===== src/sv/rrs_pkg.sv =====
`timescale 1ns / 1ps

package rrs_pkg;

    // default sizes for the top level parameters
    localparam int MAX_PROCESSES_DEF = 64;
    localparam int MAX_CPUS_DEF      = 8;

    // depths of the internal queues
    localparam int CMD_DEPTH = 4;
    localparam int RES_DEPTH = 4;

    // operation codes of an input word
    localparam logic [1:0] OP_ADMIT  = 2'd0;
    localparam logic [1:0] OP_FINISH = 2'd1;
    localparam logic [1:0] OP_TICK   = 2'd2;

    // action codes of a result word
    localparam logic [1:0] ACT_STOP   = 2'd0;
    localparam logic [1:0] ACT_LAUNCH = 2'd1;
    localparam logic [1:0] ACT_CONT   = 2'd2;

    // configuration register indexes
    localparam logic CFG_CPU_COUNT     = 1'b0;
    localparam logic CFG_PROCESS_COUNT = 1'b1;

    typedef struct packed {
        logic [1:0] operation;
        logic [5:0] process_id;
    } t_in_word;

    typedef struct packed {
        logic [1:0] action;
        logic [5:0] process_id_res;
        logic       last;
    } t_out_word;

    // classified command handed from front to back
    typedef struct packed {
        logic [1:0] kind;
        logic [5:0] id;
    } t_cmd;

    typedef struct packed {
        logic [3:0] cpu_count;
        logic [6:0] process_count;
    } t_cfg;

    // process number lies inside the table
    function automatic logic id_in_range(input logic [5:0] id, input int max_n);
        return int'(id) < max_n;
    endfunction

endpackage


===== src/sv/rrs_ram.sv =====
`timescale 1ns / 1ps

module rrs_ram #(
    parameter int WIDTH = 6,
    parameter int DEPTH = 64
) (
    input  logic                     i_clk,
    input  logic                     i_we,
    input  logic [$clog2(DEPTH)-1:0] i_waddr,
    input  logic [WIDTH-1:0]         i_wdata,
    input  logic                     i_re,
    input  logic [$clog2(DEPTH)-1:0] i_raddr,
    output logic [WIDTH-1:0]         o_rdata
);

    logic [WIDTH-1:0] r_mem [DEPTH];

    // one write port, one registered read port
    always_ff @(posedge i_clk) begin
        if (i_we) begin
            r_mem[i_waddr] <= i_wdata;
        end
        if (i_re) begin
            o_rdata <= r_mem[i_raddr];
        end
    end

endmodule


===== src/sv/rrs_fifo.sv =====
`timescale 1ns / 1ps

module rrs_fifo #(
    parameter int WIDTH = 8,
    parameter int DEPTH = 4
) (
    input  logic             i_clk,
    input  logic             i_rst_n,
    input  logic             i_push,
    input  logic [WIDTH-1:0] i_wdata,
    output logic             o_full,
    input  logic             i_pop,
    output logic [WIDTH-1:0] o_rdata,
    output logic             o_empty
);

    localparam int PW = $clog2(DEPTH);
    localparam int CW = $clog2(DEPTH + 1);

    logic [WIDTH-1:0] r_mem [DEPTH];
    logic [PW-1:0]    r_rd;
    logic [PW-1:0]    r_wr;
    logic [CW-1:0]    r_cnt;
    logic             do_push;
    logic             do_pop;

    assign o_full  = (r_cnt == CW'(DEPTH));
    assign o_empty = (r_cnt == '0);
    assign o_rdata = r_mem[r_rd];
    assign do_push = i_push && !o_full;
    assign do_pop  = i_pop && !o_empty;

    // storage
    always_ff @(posedge i_clk) begin
        if (do_push) begin
            r_mem[r_wr] <= i_wdata;
        end
    end

    // pointers and fill count
    always_ff @(posedge i_clk) begin
        if (!i_rst_n) begin
            r_rd  <= '0;
            r_wr  <= '0;
            r_cnt <= '0;
        end else begin
            if (do_push) begin
                r_wr <= (r_wr == PW'(DEPTH - 1)) ? '0 : r_wr + 1'b1;
            end
            if (do_pop) begin
                r_rd <= (r_rd == PW'(DEPTH - 1)) ? '0 : r_rd + 1'b1;
            end
            if (do_push && !do_pop) begin
                r_cnt <= r_cnt + 1'b1;
            end else if (do_pop && !do_push) begin
                r_cnt <= r_cnt - 1'b1;
            end
        end
    end

endmodule


===== src/sv/rrs_front.sv =====
`timescale 1ns / 1ps

module rrs_front #(
    parameter int MAX_PROCESSES = rrs_pkg::MAX_PROCESSES_DEF
) (
    input  logic              i_clk,
    input  logic              i_rst_n,
    input  logic              i_push,
    input  rrs_pkg::t_in_word i_in_word,
    output logic              o_full,
    input  logic              i_cmd_pop,
    output rrs_pkg::t_cmd     o_cmd,
    output logic              o_cmd_empty
);

    localparam int CMD_W = $bits(rrs_pkg::t_cmd);

    rrs_pkg::t_cmd    cmd;
    logic             keep;
    logic             q_full;
    logic [CMD_W-1:0] q_rdata;

    // classify: drop unknown operations and out-of-range process numbers
    always_comb begin
        cmd.kind = i_in_word.operation;
        cmd.id   = i_in_word.process_id;
        case (i_in_word.operation)
            rrs_pkg::OP_ADMIT,
            rrs_pkg::OP_FINISH: keep = rrs_pkg::id_in_range(i_in_word.process_id,
                                                            MAX_PROCESSES);
            rrs_pkg::OP_TICK:   keep = 1'b1;
            default:            keep = 1'b0;
        endcase
    end

    assign o_full = q_full;
    assign o_cmd  = rrs_pkg::t_cmd'(q_rdata);

    // command queue toward the back part
    rrs_fifo #(
        .WIDTH (CMD_W),
        .DEPTH (rrs_pkg::CMD_DEPTH)
    ) u_cmd_q (
        .i_clk   (i_clk),
        .i_rst_n (i_rst_n),
        .i_push  (i_push && !q_full && keep),
        .i_wdata (CMD_W'(cmd)),
        .o_full  (q_full),
        .i_pop   (i_cmd_pop),
        .o_rdata (q_rdata),
        .o_empty (o_cmd_empty)
    );

endmodule


===== src/sv/rrs_back.sv =====
`timescale 1ns / 1ps

module rrs_back #(
    parameter int MAX_PROCESSES = rrs_pkg::MAX_PROCESSES_DEF,
    parameter int MAX_CPUS      = rrs_pkg::MAX_CPUS_DEF
) (
    input  logic               i_clk,
    input  logic               i_rst_n,
    input  rrs_pkg::t_cfg      i_cfg,
    input  rrs_pkg::t_cmd      i_cmd,
    input  logic               i_cmd_empty,
    output logic               o_cmd_pop,
    output logic               o_res_push,
    output rrs_pkg::t_out_word o_res_word,
    input  logic               i_res_full
);

    localparam int D   = MAX_PROCESSES;
    localparam int AW  = $clog2(D);
    localparam int LW  = $clog2(D + 1);
    localparam int FN  = (D < 64) ? D : 64;
    localparam int FW  = $clog2(FN);
    localparam int CW  = $clog2(MAX_CPUS + 1);
    localparam int RIW = (MAX_CPUS > 1) ? $clog2(MAX_CPUS) : 1;

    localparam logic [1:0] S_IDLE  = 2'd0;
    localparam logic [1:0] S_STOP  = 2'd1;
    localparam logic [1:0] S_LREQ  = 2'd2;
    localparam logic [1:0] S_LDATA = 2'd3;

    logic [1:0]    r_state, n_state;
    logic [AW-1:0] r_head, n_head;
    logic [AW-1:0] r_tail, n_tail;
    logic [LW-1:0] r_level, n_level;
    logic [6:0]    r_total, n_total;
    logic [FN-1:0] r_fflag, n_fflag;
    logic [FN-1:0] r_sflag, n_sflag;
    logic [5:0]    r_run [MAX_CPUS];
    logic [5:0]    n_run [MAX_CPUS];
    logic [CW-1:0] r_rlevel, n_rlevel;
    logic [CW-1:0] r_ridx, n_ridx;
    logic [CW-1:0] r_lcnt, n_lcnt;

    logic          ram_we;
    logic [5:0]    ram_wdata;
    logic          ram_re;
    logic [5:0]    ram_rdata;
    logic [CW-1:0] slots;
    logic          level_ok;
    logic [5:0]    stop_p;
    logic          stop_fin;
    logic          will_launch;
    logic          more;
    logic          fresh;

    function automatic logic [AW-1:0] ptr_inc(input logic [AW-1:0] p);
        return (p == AW'(D - 1)) ? '0 : p + 1'b1;
    endfunction

    // waiting queue storage
    rrs_ram #(
        .WIDTH (6),
        .DEPTH (D)
    ) u_wait_ram (
        .i_clk   (i_clk),
        .i_we    (ram_we),
        .i_waddr (r_tail),
        .i_wdata (ram_wdata),
        .i_re    (ram_re),
        .i_raddr (r_head),
        .o_rdata (ram_rdata)
    );

    // processors in use this slice, clipped to the hardware limit
    always_comb begin
        if (int'(i_cfg.cpu_count) > MAX_CPUS) begin
            slots = CW'(MAX_CPUS);
        end else begin
            slots = CW'(i_cfg.cpu_count);
        end
    end

    assign level_ok = (r_level != LW'(D));
    assign stop_p   = r_run[r_ridx[RIW-1:0]];
    assign stop_fin = rrs_pkg::id_in_range(stop_p, D) && r_fflag[stop_p[FW-1:0]];

    // command execution sequencer
    always_comb begin
        n_state     = r_state;
        n_head      = r_head;
        n_tail      = r_tail;
        n_level     = r_level;
        n_total     = r_total;
        n_fflag     = r_fflag;
        n_sflag     = r_sflag;
        n_run       = r_run;
        n_rlevel    = r_rlevel;
        n_ridx      = r_ridx;
        n_lcnt      = r_lcnt;
        o_cmd_pop   = 1'b0;
        ram_we      = 1'b0;
        ram_wdata   = i_cmd.id;
        ram_re      = 1'b0;
        o_res_push  = 1'b0;
        o_res_word  = '0;
        will_launch = 1'b0;
        more        = 1'b0;
        fresh       = 1'b0;
        case (r_state)
            S_IDLE: begin
                if (!i_cmd_empty) begin
                    o_cmd_pop = 1'b1;
                    case (i_cmd.kind)
                        rrs_pkg::OP_ADMIT: begin
                            if (level_ok) begin
                                ram_we  = 1'b1;
                                n_tail  = ptr_inc(r_tail);
                                n_level = r_level + 1'b1;
                            end
                        end
                        rrs_pkg::OP_FINISH: begin
                            n_fflag[i_cmd.id[FW-1:0]] = 1'b1;
                        end
                        rrs_pkg::OP_TICK: begin
                            if (r_total != i_cfg.process_count) begin
                                if (r_rlevel != '0) begin
                                    n_ridx  = '0;
                                    n_state = S_STOP;
                                end else begin
                                    n_state = S_LREQ;
                                end
                            end
                        end
                        default: ;
                    endcase
                end
            end
            // one stop per cycle while the result queue has room, in running order
            S_STOP: begin
                if (!i_res_full) begin
                    o_res_push                = 1'b1;
                    o_res_word.action         = rrs_pkg::ACT_STOP;
                    o_res_word.process_id_res = stop_p;
                    if (stop_fin) begin
                        if (r_total != 7'h7f) begin
                            n_total = r_total + 1'b1;
                        end
                    end else if (level_ok) begin
                        ram_we    = 1'b1;
                        ram_wdata = stop_p;
                        n_tail    = ptr_inc(r_tail);
                        n_level   = r_level + 1'b1;
                    end
                    if (r_ridx == r_rlevel - 1'b1) begin
                        n_rlevel        = '0;
                        will_launch     = (slots != '0) && (n_level != '0);
                        o_res_word.last = !will_launch;
                        n_state         = will_launch ? S_LREQ : S_IDLE;
                    end else begin
                        n_ridx = r_ridx + 1'b1;
                    end
                end
            end
            // first read from the waiting queue
            S_LREQ: begin
                if ((slots != '0) && (r_level != '0)) begin
                    ram_re  = 1'b1;
                    n_head  = ptr_inc(r_head);
                    n_level = r_level - 1'b1;
                    n_lcnt  = '0;
                    n_state = S_LDATA;
                end else begin
                    n_state = S_IDLE;
                end
            end
            // one launch or continue per cycle while the result queue has room, next read overlapped
            S_LDATA: begin
                if (!i_res_full) begin
                    fresh = rrs_pkg::id_in_range(ram_rdata, D) &&
                            !r_sflag[ram_rdata[FW-1:0]];
                    if (fresh) begin
                        n_sflag[ram_rdata[FW-1:0]] = 1'b1;
                    end
                    o_res_push                = 1'b1;
                    o_res_word.action         = fresh ? rrs_pkg::ACT_LAUNCH
                                                      : rrs_pkg::ACT_CONT;
                    o_res_word.process_id_res = ram_rdata;
                    n_run[r_rlevel[RIW-1:0]]  = ram_rdata;
                    n_rlevel                  = r_rlevel + 1'b1;
                    n_lcnt                    = r_lcnt + 1'b1;
                    more                      = (n_lcnt < slots) && (r_level != '0);
                    o_res_word.last           = !more;
                    if (more) begin
                        ram_re  = 1'b1;
                        n_head  = ptr_inc(r_head);
                        n_level = r_level - 1'b1;
                    end else begin
                        n_state = S_IDLE;
                    end
                end
            end
            default: begin
                n_state = S_IDLE;
            end
        endcase
    end

    // running list entries
    always_ff @(posedge i_clk) begin
        r_run <= n_run;
    end

    // control state
    always_ff @(posedge i_clk) begin
        if (!i_rst_n) begin
            r_state  <= S_IDLE;
            r_head   <= '0;
            r_tail   <= '0;
            r_level  <= '0;
            r_total  <= '0;
            r_fflag  <= '0;
            r_sflag  <= '0;
            r_rlevel <= '0;
            r_ridx   <= '0;
            r_lcnt   <= '0;
        end else begin
            r_state  <= n_state;
            r_head   <= n_head;
            r_tail   <= n_tail;
            r_level  <= n_level;
            r_total  <= n_total;
            r_fflag  <= n_fflag;
            r_sflag  <= n_sflag;
            r_rlevel <= n_rlevel;
            r_ridx   <= n_ridx;
            r_lcnt   <= n_lcnt;
        end
    end

    // waiting queue never overfills
    a_level_bound: assert property (@(posedge i_clk) disable iff (!i_rst_n)
        r_level <= LW'(D))
        else $error("waiting level above depth");

    // running list never holds more than the processors
    a_run_bound: assert property (@(posedge i_clk) disable iff (!i_rst_n)
        r_rlevel <= CW'(MAX_CPUS))
        else $error("running level above processor count");

    // a pop only from a non-empty waiting queue
    a_read_nonempty: assert property (@(posedge i_clk) disable iff (!i_rst_n)
        ram_re |-> (r_level != '0))
        else $error("read from empty waiting queue");

    // launch data always follows a read or a stalled cycle in that state
    a_ldata_after_read: assert property (@(posedge i_clk) disable iff (!i_rst_n)
        (r_state == S_LDATA) |-> ($past(ram_re) || $past(r_state == S_LDATA)))
        else $error("launch without a waiting queue read");

endmodule


===== src/sv/multi_cpu_round_robin_scheduler.sv =====
`timescale 1ns / 1ps

// Round-robin time-slice scheduler for several processors.
// Input channel (push/full): words carry an operation and a process number.
//   Admit queues the process, finished marks it done, a tick ends a slice.
//   Admits and finished words are absorbed with no result.
// Result channel (empty/pop): words carry an action (stop, launch, continue),
//   the process number and a last flag set on the final word of a tick.
// Configuration: i_cfg_we writes register i_cfg_idx (0 processor count,
//   1 process count) with i_cfg_data; no wait, no read-back.
// The back sequencer produces one stop or launch word per cycle while the result
//   queue has room, and each launch is read from the waiting queue RAM ahead of
//   its word.
// Admit and finished words are handled in the idle state. A small command queue sits
//   in front, so new words are taken while a tick is still being worked off.
// When the result side stalls, the result queue fills, the sequencer holds,
//   then the command queue fills and full is raised.
// Reset (synchronous, active low) empties all queues, clears the started and
//   finished flags and the finished total, sets processor count 1, process
//   count 0; there is no clearing pass.
module multi_cpu_round_robin_scheduler #(
    parameter int MAX_PROCESSES = rrs_pkg::MAX_PROCESSES_DEF,
    parameter int MAX_CPUS      = rrs_pkg::MAX_CPUS_DEF
) (
    input  logic               i_clk,
    input  logic               i_rst_n,
    input  logic               push,
    input  rrs_pkg::t_in_word  i_in_word,
    output logic               full,
    output logic               empty,
    input  logic               pop,
    output rrs_pkg::t_out_word o_out_word,
    input  logic               i_cfg_we,
    input  logic               i_cfg_idx,
    input  logic [6:0]         i_cfg_data
);

    localparam int RES_W = $bits(rrs_pkg::t_out_word);

    rrs_pkg::t_cfg      r_cfg;
    rrs_pkg::t_cmd      cmd;
    logic               cmd_empty;
    logic               cmd_pop;
    logic               res_push;
    rrs_pkg::t_out_word res_word;
    logic               res_full;
    logic [RES_W-1:0]   res_rdata;

    // configuration registers
    always_ff @(posedge i_clk) begin
        if (!i_rst_n) begin
            r_cfg.cpu_count     <= 4'd1;
            r_cfg.process_count <= 7'd0;
        end else if (i_cfg_we) begin
            case (i_cfg_idx)
                rrs_pkg::CFG_CPU_COUNT:     r_cfg.cpu_count     <= i_cfg_data[3:0];
                rrs_pkg::CFG_PROCESS_COUNT: r_cfg.process_count <= i_cfg_data;
                default: ;
            endcase
        end
    end

    // front: accept and classify
    rrs_front #(
        .MAX_PROCESSES (MAX_PROCESSES)
    ) u_front (
        .i_clk       (i_clk),
        .i_rst_n     (i_rst_n),
        .i_push      (push),
        .i_in_word   (i_in_word),
        .o_full      (full),
        .i_cmd_pop   (cmd_pop),
        .o_cmd       (cmd),
        .o_cmd_empty (cmd_empty)
    );

    // back: queues and slice sequencing
    rrs_back #(
        .MAX_PROCESSES (MAX_PROCESSES),
        .MAX_CPUS      (MAX_CPUS)
    ) u_back (
        .i_clk       (i_clk),
        .i_rst_n     (i_rst_n),
        .i_cfg       (r_cfg),
        .i_cmd       (cmd),
        .i_cmd_empty (cmd_empty),
        .o_cmd_pop   (cmd_pop),
        .o_res_push  (res_push),
        .o_res_word  (res_word),
        .i_res_full  (res_full)
    );

    // result queue
    rrs_fifo #(
        .WIDTH (RES_W),
        .DEPTH (rrs_pkg::RES_DEPTH)
    ) u_res_q (
        .i_clk   (i_clk),
        .i_rst_n (i_rst_n),
        .i_push  (res_push),
        .i_wdata (RES_W'(res_word)),
        .o_full  (res_full),
        .i_pop   (pop),
        .o_rdata (res_rdata),
        .o_empty (empty)
    );

    assign o_out_word = rrs_pkg::t_out_word'(res_rdata);

endmodule


===== config.mk =====
export PLATFORM = sky130hd
export DESIGN_NAME = multi_cpu_round_robin_scheduler
export DESIGN_NICKNAME = d
export VERILOG_FILES = /design/src/sv/rrs_pkg.sv /design/src/sv/rrs_ram.sv /design/src/sv/rrs_fifo.sv /design/src/sv/rrs_front.sv /design/src/sv/rrs_back.sv /design/src/sv/multi_cpu_round_robin_scheduler.sv
export SDC_FILE = /design/constraint.sdc
export NUM_CORES = 1
export LEC_CHECK = 0
export BUFFER_PORTS_ARGS = -buffer_cell sky130_fd_sc_hd__buf_2
export CAP_MARGIN = 25
export CORE_MARGIN = 2
export CORE_UTILIZATION = 45
export DETAILED_ROUTE_END_ITERATION = 12
export MAX_ROUTING_LAYER = met4
export PLACE_DENSITY = 0.62
export SKIP_LAST_GASP = 1
export SLEW_MARGIN = 20
export SYNTH_ARGS = -nofsm -noshare
export SYNTH_HDL_FRONTEND = slang
export SYNTH_SLANG_ARGS = --single-unit

===== constraint.sdc =====
create_clock -name i_clk -period 6.8 [get_ports i_clk]
set_input_delay 1.02 -clock i_clk [delete_from_list [all_inputs] [get_ports i_clk]]
set_output_delay 1.02 -clock i_clk [all_outputs]
set_load 0.005 [all_outputs]

==> flow_summary.json <==
{
  "status": "finished clean",
  "final.setup.tns_ps": 0,
  "grt_usage": 0.207,
  "die_area_um2": 66400,
  "ys_ff_latch": 703,
  "synthArstFlopShare": 0,
  "path_cells": "mux2i_1, mux4_2, mux2i_1, a22oi_1, a21oi_1, a211oi_1, o32ai_4, a21oi_2, nand3b_1, nor2_1",
  "place_inst": 2790,
  "syn_area_per_cell_um2": 14.6,
  "skew_ps": 22.7,
  "yosys_warnings": 0,
  "cts_buffers": 74,
  "vias_per_cell": 5.74,
  "utilization": 0.507,
  "switchingPower_w": 0.00337,
  "cts-root-buf": "clkbuf_16",
  "cp-end-kind": "flop",
  "fin_crit_ps": 5630,
  "grt_pass1_wl_um": 102000,
  "crit_type": "reg2reg",
  "clk_path_buf_depth": 3,
  "synth_top_area_cell": "edfxtp_1",
  "leakagePower_nw": 10.5,
  "switching_share": 0.288,
  "power_density_nw_per_um2": 360,
  "grt_max_degree": 65,
  "min_path_type": "reg2reg",
  "max_freq_ghz": 0.178,
  "yosysSeqAreaShare": 0.660,
  "grt_pass1_vias": 16700,
  "instances_no_fill": 2927,
  "placed_area_um2": 30100,
  "core-area_um2": 64100,
  "syn_nets": 2038,
  "ios": 32,
  "maxCapViolCount": 0,
  "cp_max_fo": 25,
  "drt_iter0_drc": 1532,
  "r2r_slack_ps": 1170,
  "preCtsSetupSlack_ps": 1220,
  "cpLargestDelayFamily": "simple AND/OR/NAND/NOR gates",
  "antenna_cells": 0,
  "synth_edf_count": 506,
  "final_common_cell": "edfxtp_1",
  "synth-main-ff-cell": "edfxtp_1",
  "fin_crit_sh": 0.828,
  "final_cell_mix": "edfxtp_1 (506), nor2_1 (307), dfxtp_1 (194)",
  "finalMaxSlewViolations": 0,
  "cts_num_sinks": 703,
  "critPathMaxStageDelay_ps": 900,
  "clk_pin_slew_ps": 60,
  "final_hold_viol_count": 0,
  "drive_above_1_share": 0.179,
  "worst_pin_slew_ps": 981,
  "antenna_found_initial": 0,
  "seq_power_share": 0.463,
  "post_cts_resized": 0,
  "cts_tree": "done",
  "clkLatencyLatePin_ps": 610,
  "final_area_um2": 32500,
  "ctsHoldBuffers": 0,
  "grt_overflow": 0,
  "synth.top_cell.area_share": 0.524,
  "pwr-share-comb": 0.200,
  "num_vias": 16800,
  "post_cts_buffers": 0,
  "drt-pass1-iter-count": 5,
  "drt-total-wl_um": 66000,
  "cp_data_required_time_ps": 7040,
  "area_growth_pct": 12.2,
  "dpl.hpwl_um": 41900,
  "postRouteAntennaNets": 0,
  "rsz0062_at_grt": "no",
  "syn_inst": 1991,
  "ir_drop_mv": 0.396,
  "row_count": 93,
  "cpMostUsedCell": "mux2i_1",
  "htreeDepth": 3,
  "power_frac_clock": 0.337,
  "port_buffers": 31,
  "worst-path-buf-inv": 0,
  "finalSetupViolations": 0,
  "layout.nets": 2061,
  "synth.area.top_cells": "edfxtp_1 (52%), dfxtp_1 (14%), mux4_2 (12%)",
  "dieHeight_um": 258,
  "wl_per_cell_um": 22.6,
  "arrival_ps": 5860,
  "ys_types": 72,
  "initial_core_util": 0.452,
  "syn-cell-area_um2": 29000,
  "place_congestion": 0.855,
  "critPathSlowestCell": "dfxtp_1",
  "start_kind": "flop",
  "power.internal_w": 0.00834,
  "drcViolationCount": 0,
  "fin_ws_ps": 1170,
  "slew_headroom": 0.327,
  "die_w_um": 258
}
[state kept, by name, indices dropped and copies added (netlist names), 3 cells and up, named ones only]
signal / count
u_res_q.r_mem: 36
u_front.u_cmd_q.r_mem: 32
u_back.r_ridx: 4
u_back.r_level: 7
u_back.u_wait_ram.o_rdata: 6
u_back.r_tail: 6
u_back.u_wait_ram.r_mem: 384
u_back.r_run: 48
r_cfg: 11
u_back.r_fflag: 64
u_back.r_total: 7
u_front.u_cmd_q.r_cnt: 3
u_back.r_lcnt: 4
u_back.r_head: 6
u_res_q.r_cnt: 3
u_back.r_sflag: 64
u_back.r_rlevel: 4
[area by class of cell]
cell class	instances	area [um2]
well taps	855	1070
clock buffers	102	2100
fillers	5338	31600
clock inverters	32	284
multi-input cells	1143	9340
flip-flops and latches	703	19100
inverters	31	119
repair buffers	61	458
[cell families after synthesis]
| logic type | count (synthesis) | synth area share |
|---|---|---|
| AOI/OAI and AO/OA | 272 | 0.0596 |
| xor gates and xnor gates | 31 | 0.00937 |
| adders and majority gates | 26 | 0.0117 |
| buffers and inverters | 145 | 0.0199 |
| DFF | 703 | 0.660 |
| muxes | 235 | 0.150 |
| and+or+nand+nor | 579 | 0.0894 |
[power groups by stage]
| stage | Clock [W] | Combinational, W | Sequential [W] |
|---|---|---|---|
| after floorplan | 0 | 0.00154 | 0.00544 |
| after global placement | 0 | 0.00229 | 0.00554 |
| after detailed placement | 0 | 0.00232 | 0.00555 |
| after CTS | 0.00403 | 0.00233 | 0.00546 |
| after global routing | 0.00420 | 0.00255 | 0.00545 |
| final | 0.00395 | 0.00234 | 0.00542 |
[layer usage]
| metal | track usage | vias up | part of all wire |
|---|---|---|---|
| met4 | 0.0586 | 0 | 0.022 |
| met2 | 0.326 | 554 | 0.48 |
| met3 | 0.0340 | 104 | 0.060 |
| met1 | 0.280 | 8536 | 0.44 |
| met5 | - | - | 0 |
| li1 | - | 7613 | - |
[cells in the mapped netlist, drive strengths merged (5+ instances only)]
| library cell | count |
|---|---|
| a21oi | 109 |
| o21a | 32 |
| clkbuf | 82 |
| edfxtp | 506 |
| nor4 | 5 |
| mux2 | 7 |
| mux4 | 157 |
| nand3 | 43 |
| a31oi | 21 |
| nor3b | 8 |
| or3b | 5 |
| o21ai | 38 |
| nor2 | 307 |
| nand2 | 95 |
| a22oi | 15 |
| nor2b | 6 |
| and2 | 13 |
| nor3 | 31 |
| buf | 32 |
| xor2 | 15 |
| nand2b | 16 |
| and3 | 12 |
| ha | 24 |
| or2 | 6 |
| nand4 | 9 |
| a22o | 6 |
| nand3b | 10 |
| dfxtp | 197 |
| mux2i | 71 |
| a211oi | 5 |
| inv | 29 |
| xnor2 | 16 |
| o22ai | 5 |
| or3 | 8 |
[final timing paths]
check	from	endpoint	cells past startpoint
max	u_back.r_ridx[1]	u_back.u_wait_ram.r_mem[53][4]	10
min reg2reg	u_back.r_sflag[28]	u_back.r_sflag[28]	1
min	u_back.r_sflag[28]	u_back.r_sflag[28]	1
max reg2reg	u_back.r_ridx[1]	u_back.u_wait_ram.r_mem[53][4]	10
[stage by stage]
stage	power (W)	hold WS, ps
final	0.0117	462
after global routing	0.0122	476
after CTS	0.0118	463
after detailed placement	0.00787	449
after global placement	0.00783	441
after floorplan	0.00698	429
No activity file was read; power rests on OpenSTA's default activity.
